$ cat config.mk
export PLATFORM = sky130hd
export DESIGN_NAME = stfs_ctrl
export DESIGN_NICKNAME = d
export VERILOG_FILES = /design/src/stfs_pkg.sv /design/src/stfs_ctrl.sv
export SDC_FILE = /design/constraint.sdc
export NUM_CORES = 1
export LEC_CHECK = 0
export BUFFER_PORTS_ARGS = -buffer_cell sky130_fd_sc_hd__clkbuf_2
export CAP_MARGIN = 15
export CORE_AREA = 3 3 40 42
export DETAILED_ROUTE_END_ITERATION = 12
export DIE_AREA = 0 0 43 45
export PLACE_DENSITY_LB_ADDON = 0.08
export SLEW_MARGIN = 20
export SYNTH_ARGS = -nofsm -noshare
export SYNTH_HDL_FRONTEND = slang
export SYNTH_SLANG_ARGS = --single-unit
$ cat constraint.sdc
create_clock -name clk -period 1.2 [get_ports clk]
set_clock_uncertainty 0.1 [all_clocks]
set_input_delay 0.06 -clock clk [delete_from_list [all_inputs] [get_ports clk]]
set_output_delay 0.06 -clock clk [all_outputs]
set_load 0.005 [all_outputs]
$ cat src/stfs_pkg.sv
// Shared constants, codes and control types of the floor search unit.
// No dependencies.
package stfs_pkg;

  localparam int TABLE_DEPTH   = 1024;
  localparam int IDX_W         = $clog2(TABLE_DEPTH);
  localparam int CNT_W         = $clog2(TABLE_DEPTH + 1);
  localparam int DATA_W        = 64;
  localparam int ENTRY_INDEX_W = 10;
  localparam int ENTRY_COUNT_W = 11;

  localparam logic CMD_WRITE  = 1'b0;
  localparam logic CMD_LOOKUP = 1'b1;

  typedef enum logic [2:0] {
    ST_IDLE,
    ST_CHK_FIRST,
    ST_CHK_LAST,
    ST_SEARCH,
    ST_DONE
  } stfs_state_t;

  typedef enum logic [2:0] {
    ADDR_HOLD,
    ADDR_ZERO,
    ADDR_LAST,
    ADDR_MID_INIT,
    ADDR_MID_STEP
  } stfs_addr_sel_t;

  typedef struct packed {
    logic           capture_query;
    logic           write_entry;
    logic           clear_result;
    logic           take_first;
    logic           take_last;
    logic           start_search;
    logic           step;
    logic           load_out;
    stfs_addr_sel_t addr_sel;
  } stfs_cmd_t;

  typedef struct packed {
    logic count_zero;
    logic query_below;
    logic last_gt1;
    logic span_gt1;
  } stfs_status_t;

endpackage

$ cat src/stfs_ctrl.sv
// Sequencer of the floor search unit: handshakes and search steps.
// Depends on stfs_pkg.
module stfs_ctrl (
  input  logic               clk,
  input  logic               rst,
  input  logic               in_valid,
  output logic               in_ready,
  input  logic               command,
  output logic               out_valid,
  input  logic               out_ready,
  input  stfs_pkg::stfs_status_t status,
  output stfs_pkg::stfs_cmd_t    cmd
);

  stfs_pkg::stfs_state_t state, state_next;
  logic                  out_valid_next;
  logic                  in_fire;
  logic                  out_free;

  assign in_fire  = in_valid && (state == stfs_pkg::ST_IDLE);
  assign out_free = !out_valid || out_ready;

  always_ff @(posedge clk) begin
    if (rst) begin
      state     <= stfs_pkg::ST_IDLE;
      out_valid <= 1'b0;
    end else begin
      state     <= state_next;
      out_valid <= out_valid_next;
    end
  end

  always_comb begin
    state_next = state;
    case (state)
      stfs_pkg::ST_IDLE: begin
        if (in_fire && (command == stfs_pkg::CMD_LOOKUP)) begin
          state_next = status.count_zero ? stfs_pkg::ST_DONE : stfs_pkg::ST_CHK_FIRST;
        end
      end
      stfs_pkg::ST_CHK_FIRST: begin
        state_next = status.query_below ? stfs_pkg::ST_DONE : stfs_pkg::ST_CHK_LAST;
      end
      stfs_pkg::ST_CHK_LAST: begin
        if (!status.query_below || !status.last_gt1) begin
          state_next = stfs_pkg::ST_DONE;
        end else begin
          state_next = stfs_pkg::ST_SEARCH;
        end
      end
      stfs_pkg::ST_SEARCH: begin
        if (!status.span_gt1) begin
          state_next = stfs_pkg::ST_DONE;
        end
      end
      stfs_pkg::ST_DONE: begin
        if (out_free) begin
          state_next = stfs_pkg::ST_IDLE;
        end
      end
      default: state_next = stfs_pkg::ST_IDLE;
    endcase
  end

  always_comb begin
    cmd            = '0;
    cmd.addr_sel   = stfs_pkg::ADDR_HOLD;
    in_ready       = 1'b0;
    out_valid_next = out_valid && !out_ready;
    case (state)
      stfs_pkg::ST_IDLE: begin
        in_ready = 1'b1;
        if (in_fire) begin
          if (command == stfs_pkg::CMD_LOOKUP) begin
            cmd.capture_query = 1'b1;
            cmd.clear_result  = status.count_zero;
            cmd.addr_sel      = stfs_pkg::ADDR_ZERO;
          end else begin
            cmd.write_entry = 1'b1;
          end
        end
      end
      stfs_pkg::ST_CHK_FIRST: begin
        cmd.take_first = 1'b1;
        cmd.addr_sel   = stfs_pkg::ADDR_LAST;
      end
      stfs_pkg::ST_CHK_LAST: begin
        cmd.take_last = 1'b1;
        if (status.query_below && status.last_gt1) begin
          cmd.start_search = 1'b1;
          cmd.addr_sel     = stfs_pkg::ADDR_MID_INIT;
        end
      end
      stfs_pkg::ST_SEARCH: begin
        cmd.step     = 1'b1;
        cmd.addr_sel = stfs_pkg::ADDR_MID_STEP;
      end
      stfs_pkg::ST_DONE: begin
        if (out_free) begin
          cmd.load_out   = 1'b1;
          out_valid_next = 1'b1;
        end
      end
      default: begin
        cmd.addr_sel = stfs_pkg::ADDR_HOLD;
      end
    endcase
  end

endmodule

==> results.toml, run 1 <==
[run_status]
status = "complete, but fails checks"
failed_checks = "setup timing"

[final_layout]
drive_above_1_share = 0.563
flow.area_growth_from_synthesis_pct = 72.2
final_util = 0.423
fill_cells = 144
num-nets-final = 82
regArea_um2 = 88.8
diodes = 0
multi_input_area_um2 = 241

[logic_synthesis]
yosys_warnings = 0
syn_area_um2 = 315
postSynthCellCount = 42
synth.top_cells.by_area = "dfxtp_1 (25%), nand3b_1 (7.1%), a211oi_1 (4.8%)"
synthDistinctLibCells = 25
synth-seq-cells = 4
synth.top_cell.area_share = 0.254
synth_top_area_cell = "dfxtp_1"
avgSynthCellArea_um2 = 7.51
yosysSeqAreaShare = 0.254
synthArstFlopShare = 0
synth_nets = 51
synth_top_flop_cell = "dfxtp_1"
synth-edff-count = 0

[critical_path]
worst_path_max_delay_cell = "or3b_4"
r2r_slack_ns = -0.11
cp.arrival_ns = 1.27
start_kind = "flip-flop"
cp_max_fo = 5
cp.required_ns = 1.04
critPathMaxStageDelay_ns = 0.38
cp-end-kind = "output pin"
crit_type = "reg -> out"
cp_cell_sequence = "or3b_4 -> and2b_1 -> clkbuf_2"

[clock_tree]
clock_sinks = 4
post-cts-setup-buffers = 0
cts_tree = "yes"
cts_max_path_buffers = 2
htreeDepth = 1
cts_buffers = 3
cts.clk_slew.worst_paths_ns = 0.04
root_buffer = "clkbuf_4"
clock_latency_ns = 0.24

[timing]
rsz0062_at_grt = "true"
worst_pin_slew_ns = 0.267
finalCritPeriodShare = 1.19
setup_tns_ns = -1.15
fmax_ghz = 0.698
whs_ns = 0.0121
fin_ws_ns = -0.232
fin_crit_ns = 1.43
hold_viol = 0
setup_viol = 14
slew_viol_final = 0
max_slew_margin = 0.821

[global_route]
first_global_vias = 386
grt_pass1_wl_um = 1540
antenna_found_initial = 0
grt_max_degree = 10
grt_usage = 0.107
overflow = 0

[detailed_routing]
antenna_left = 0
vias_per_cell = 4.71
num_vias = 405
wire_per_inst_um = 11.1
drt-total-wl_um = 952
drt_iter0_markers = 9
drc = 0
first_pass_iters = 4

[floorplanning]
dieWidth_um = 43
die_area_um2 = 1940
rows = 13
die_y_um = 45
core_area_um2 = 1280
start_util = 0.245
ios = 22

[min_path]
min_path_type = "in -> reg"

[power]
p_per_area_nw_per_um2 = 735
leakagePower_nw = 0.280
power.share.switching = 0.257
vdd_drop_max_mv = 0.298
seqPwrFrac = 0.352
p_switching_uw = 102
comb_power_share = 0.221
power.share.clock = 0.427
power.internal_uw = 297

[placed_design]
place_ws_ns = -0.124
gp_congestion = 0.699
port_buffers = 21
hpwl_um = 757

[flow_run]
maxCapViolations = 0
## power groups by stage
stage / Clock (mW) / Combinational, mW / Sequential (mW)
6_report: 0.171 / 0.0883 / 0.140
5_1_grt: 0.185 / 0.0995 / 0.141
4_1_cts: 0.179 / 0.0876 / 0.140
3_5_place_dp: 0 / 0.0809 / 0.144
3_3_place_gp: 0 / 0.0825 / 0.144
2_1_floorplan: 0 / 0.0349 / 0.143
## Yosys cell counts (all sizes together) (2+ instances only)
master / instances
nor3b: 2
a21boi: 2
nand3b: 3
nand3: 2
a211oi: 2
nand2b: 2
nor2: 3
and3b: 2
dfxtp: 4
inv: 2
or3: 2
o31ai: 2
nand2: 3
## per-layer routing
layer  global-route usage  wire, µm  vias up
met1                0.137       440      173
met4               0.0723         4        0
met3               0.0239        95        2
li1                     -         -      210
met5                    0         0        -
met2                0.159       411       20
## layout make-up
type	count	share of cell area
multi-input combinational	34	0.445
timing repair buffer	28	0.302
clock buffer	3	0.0415
sequential	4	0.164
inverter	2	0.0138
tap	15	0.0346
## cell families (layout without fill, tap and decap cells)
logic type | Yosys count | after routing | share of synthesized area
compound gates | 10 | 10 | 0.226
buf+inv | 4 | 33 | 0.0516
flops | 4 | 4 | 0.254
simple gates | 24 | 24 | 0.468
## worst max-delay path: cells and delay by family (launching register included)
kind / cells / cell delay, ns
AND/OR/NAND/NOR: 2 / 0.57
flip-flops: 1 / 0.36
buffers and inverters: 1 / 0.10
## repair_timing
action	CTS	global route
resized for setup	8	2
hold endpoints to repair	1	0
hold buffers	1	0
pin swaps	1	2
setup endpoints to repair	15	15
## state kept, by name (all words and copies together) (netlist names)
register	cells
state	3
out_valid	1
## cell usage in the layout (no fill, tap or decap), drive strengths merged, types with 2 or more instances in the layout
cell,instances
a211oi,2
a21boi,2
and3b,2
buf,6
clkbuf,24
dfxtp,4
inv,2
nand2,3
nand2b,2
nand3,2
nand3b,3
nor2,3
nor3b,2
o31ai,2
or3,2
## through the flow
stage	std cells	area (µm²)	total power, mW
floorplan	42	317	0.178
global placement	82	477	0.226
detailed placement	82	477	0.225
CTS	86	538	0.407
global route	86	543	0.425
finish	86	543	0.399
## path summary, 6_finish.rpt
check / cells after the start / from / endpoint
worst min register to register: 2 / out_valid$_SDFF_PP0_ / out_valid$_SDFF_PP0_
worst max register to register: 3 / state[2]$_SDFFE_PP0P_ / state[2]$_SDFFE_PP0P_
worst min-delay path: 3 / status[0] / state[0]$_SDFFE_PP0P_
worst max-delay path: 3 / state[2]$_SDFFE_PP0P_ / cmd[3]
No activity file was read; power rests on OpenSTA's default activity.
==> run 2, diff against run 1 <==
- BUFFER_PORTS_ARGS: -buffer_cell sky130_fd_sc_hd__clkbuf_2 -> not set
- DONT_BUFFER_PORTS: not set -> 1
==> run 2 against run 1 <==
Net effect:
- the run still ends with setup timing left
- sequential cell count did not move
- utilization up 2.2 points
- sequential power about the same
- routed wire length up 15%
- sequential share of layout area fell by 0.82 points
- final cell count shrank 10%
- largest power group unchanged
==> results.toml, run 2 (same netlist as run 1, synthesis figures left out) <==
[run_status]
status = "complete, but fails checks"
failed_checks = "setup timing"

[global_route]
grt_max_degree = 12
first_global_vias = 375
overflow = 0
antenna_found_initial = 0
grt_pass1_wl_um = 1610
grt_usage = 0.115

[timing]
rsz0062_at_grt = "true"
fmax_ghz = 0.691
worst_pin_slew_ns = 0.238
finalCritPeriodShare = 1.21
max_slew_margin = 0.841
hold_viol = 0
fin_crit_ns = 1.45
setup_viol = 12
fin_ws_ns = -0.247
slew_viol_final = 0

[final_layout]
flow.area_growth_from_synthesis_pct = 81.3
diodes = 0
mostFrequentLayoutCells = "dlygate4sd3_1 (6), buf_4 (6), buf_6 (6)"
regArea_um2 = 88.8
num-nets-final = 73
final_util = 0.445
layoutNonFillerInstCount = 77
fill_cells = 135
largest_register_ff_count = 3
drive_above_1_share = 0.484
largest-register = "state"
reg.largest.list = "state: 3 flops, out_valid: 1 flops"
multi_input_area_um2 = 256

[critical_path]
critPathMaxStageDelay_ns = 0.39
start_kind = "flip-flop"
cp.required_ns = 1.04
cp_max_fo = 4
worst_path_max_delay_cell = "or3b_4"
cp_cell_sequence = "or3b_4 -> buf_6 -> and2b_1"
crit_type = "reg -> out"
cp.arrival_ns = 1.29
cp-end-kind = "output pin"

[clock_tree]
cts_buffers = 3
root_buffer = "clkbuf_4"
cts_tree = "yes"
clock_sinks = 4
cts_max_path_buffers = 2
cts.clk_slew.worst_paths_ns = 0.04
htreeDepth = 1
clock_latency_ns = 0.23

[power]
leakagePower_nw = 0.249
vdd_drop_max_mv = 0.553
p_per_area_nw_per_um2 = 682
p_total_uw = 390

[floorplanning]
die_area_um2 = 1940
ios = 22
start_util = 0.245
rows = 13
dieWidth_um = 43
core_area_um2 = 1280
die_y_um = 45

[placed_design]
port_buffers = 0
gp_congestion = 0.762
place_ws_ns = -0.0948
hpwl_um = 709
place_inst = 63

[detailed_routing]
vias_per_cell = 5.18
first_pass_iters = 2
num_vias = 399
drt_iter0_markers = 3
wire_per_inst_um = 14.2
antenna_left = 0
drt-total-wl_um = 1100
drc = 0

[min_path]
min_path_type = "in -> out"

[flow_run]
maxCapViolations = 0
## run 2: power by group
group	leakage, nW	internal, mW	switching, mW	total, mW
combinational	0.201	0.0507	0.0361	0.0868
sequential	0.0345	0.135	0.00442	0.139
clock	0.0138	0.112	0.0523	0.164
## run 2: stage by stage
step	hold WS (ns)	setup TNS (ns)	cell area [µm²]
floorplan	0.0291	-0.0527	317
global placement	0.0307	-0.108	387
detailed placement	0.0324	-0.198	387
CTS	0.0584	-1.39	509
global route	0.0646	-2.25	572
finish	0.0563	-1.31	572
## run 2: what timing repair did
item                                    4_1_cts  5_1_grt
endpoints found under the hold margin         4        0
hold buffers                                  6        0
endpoints found under the setup margin       12       14
gates resized for setup                       8       14
setup buffers                                 2        2
gates cloned                                  0        1
pin swaps                                     4        3
## run 2: layout make-up
class / instances / area share
Tap cell: 15 / 0.0328
Clock buffer: 3 / 0.0394
Timing Repair Buffer: 19 / 0.311
Multi-Input combinational cell: 34 / 0.449
Sequential cell: 4 / 0.155
Inverter: 2 / 0.0131
## run 2: worst paths after layout
kind / startpoint / to / slack [ns] / cells past startpoint
setup / recovery: state[2]$_SDFFE_PP0P_ / cmd[3] / -0.25 / 3
hold / removal: command / cmd[9] / 0.06 / 1
setup reg to reg: state[2]$_SDFFE_PP0P_ / state[2]$_SDFFE_PP0P_ / -0.11 / 3
hold reg to reg: out_valid$_SDFF_PP0_ / out_valid$_SDFF_PP0_ / 0.44 / 2
## run 2: critical path: cells and delay by family, from the launching register on
family                 cells  cell delay (ns)
buffers and inverters      1             0.12
flip-flops                 1             0.35
AND/OR/NAND/NOR            2             0.58
## run 2: routing by layer
metal / share of wire / wire length (µm) / up-vias / GRT usage
met2: 0.47 / 518 / 21 / 0.174
li1: - / - / 192 / -
met5: 0 / 0 / - / 0
met4: 0 / 0 / 0 / 0.0181
met3: 0.11 / 122 / 0 / 0.0876
met1: 0.42 / 456 / 186 / 0.132
==> run 3, diff against run 2 <==
- PLACE_DENSITY_LB_ADDON: 0.08 -> 0.1
==> run 3 against run 2 <==
Net effect:
- the run still ends with setup timing left
- cell area grew 15%
- global-route usage grew 0.23 points
- clock power grew 6%
- sequential cell count is the same
- hold slack lost 0.012 ns
- critical path depth is the same
- largest power group unchanged
- first-iteration DRC count is the same
==> results.toml, run 3 (same netlist as run 1, synthesis figures left out) <==
[final_layout]
drive_above_1_share = 0.652
final_cell_area_um2 = 658
reg.largest.list = "state: 3 flops, out_valid: 1 flops"
multi_input_area_um2 = 310
fill_cells = 134
final_common_cell = "buf_4"
largest_register_ff_count = 3
largest-register = "state"
diodes = 0
num-nets-final = 77
flow.area_growth_from_synthesis_pct = 109
regArea_um2 = 86.3
mostFrequentLayoutCells = "buf_4 (11), buf_6 (8), dlygate4sd3_1 (4)"

[detailed_routing]
vias_per_cell = 4.95
drt_iter0_markers = 3
num_vias = 401
drc = 0
first_pass_iters = 2
antenna_left = 0
drt-total-wl_um = 1140
wire_per_inst_um = 14.0

[min_path]
min_path_type = "in -> out"
hp-start = "command"

[placed_design]
hpwl_um = 707
place_ws_ns = -0.0836
gp_congestion = 0.788
port_buffers = 0
placed_area_um2 = 402

[clock_tree]
cts_buffers = 3
root_buffer = "clkbuf_4"
cts_max_path_buffers = 2
cts_tree = "yes"
clock_sinks = 4
htreeDepth = 1
cts.clk_slew.worst_paths_ns = 0.04
clock_latency_ns = 0.24

[power]
p_per_area_nw_per_um2 = 635
vdd_drop_max_mv = 0.383
p_total_uw = 418
leakagePower_nw = 0.285

[timing]
whs_ns = 0.0447
slew_viol_final = 0
fmax_ghz = 0.690
max_slew_margin = 0.788
setup_viol = 13
rsz0062_at_grt = "true"
hold_viol = 0
setup_tns_ns = -1.77
finalCritPeriodShare = 1.21
fin_ws_ns = -0.250
fin_crit_ns = 1.45
worst_pin_slew_ns = 0.316

[global_route]
grt_usage = 0.117
grt_max_degree = 12
antenna_found_initial = 0
overflow = 0
first_global_vias = 411
grt_pass1_wl_um = 1640

[run_status]
failed_checks = "setup timing"
status = "complete, but fails checks"

[floorplanning]
ios = 22
rows = 13
die_y_um = 45
die_area_um2 = 1940
dieWidth_um = 43
start_util = 0.245
core_area_um2 = 1280

[critical_path]
start_kind = "flip-flop"
cp_max_fo = 4
worst_path_max_delay_cell = "or3b_4"
cp.required_ns = 1.04
cp_cell_sequence = "or3b_4 -> buf_6 -> and2b_1"
rr_startpoint = "state[1]$_SDFFE_PP0P_"
crit_type = "reg -> out"
crit_start = "state[0]$_SDFFE_PP0P_"
cp.arrival_ns = 1.29
cp-end-kind = "output pin"
critPathMaxStageDelay_ns = 0.39

[flow_run]
maxCapViolations = 0
==> run 3: power by group <==
part | switching, mW | leakage (nW) | total (mW) | internal [mW]
Clock | 0.0619 | 0.0138 | 0.174 | 0.112
Combinational | 0.0426 | 0.237 | 0.103 | 0.0607
Sequential | 0.00369 | 0.0342 | 0.140 | 0.137
Total | 0.108 | 0.285 | 0.418 | 0.310
==> run 3: repair_timing <==
item	CTS	global route
hold buffers	4	0
setup buffers	3	7
cloned	0	0
pin swaps	3	10
hold endpoints to repair	4	0
resized for setup	15	20
endpoints found under the setup margin	12	14
==> run 3: path summary, 6_finish.rpt <==
| kind | depth (start not counted) | slack [ns] | to |
|---|---|---|---|
| max | 3 | -0.25 | cmd[3] |
| min | 1 | 0.04 | cmd[9] |
| max reg2reg | 4 | -0.14 | state[2]$_SDFFE_PP0P_ |
| min reg2reg | 2 | 0.45 | out_valid$_SDFF_PP0_ |
==> run 3: area by class of cell <==
| type | count | share of cell area |
|---|---|---|
| Tap cell | 15 | 0.0285 |
| Multi-Input combinational cell | 34 | 0.471 |
| Timing Repair Buffer | 23 | 0.323 |
| Sequential cell | 4 | 0.131 |
| Clock buffer | 3 | 0.0342 |
| Inverter | 2 | 0.0114 |
==> run 3: critical path: cells and delay by family, from the launching register on <==
kind	cells	cell delay [ns]
buffers and inverters	1	0.12
flip-flops	1	0.34
AND/OR/NAND/NOR	2	0.58
==> run 3: metrics by stage <==
step / util / cells
after floorplan: - / 42
after global placement: 0.313 / 65
after detailed placement: 0.313 / 65
after CTS: 0.427 / 75
after global routing: 0.512 / 81
final: 0.512 / 81
==> run 3: layer usage <==
| metal | GRT usage | routed length [µm] |
|---|---|---|
| met2 | 0.204 | 595 |
| met3 | 0.0757 | 111 |
| met4 | 0.0361 | 8 |
| met1 | 0.115 | 420 |
| met5 | 0 | 0 |
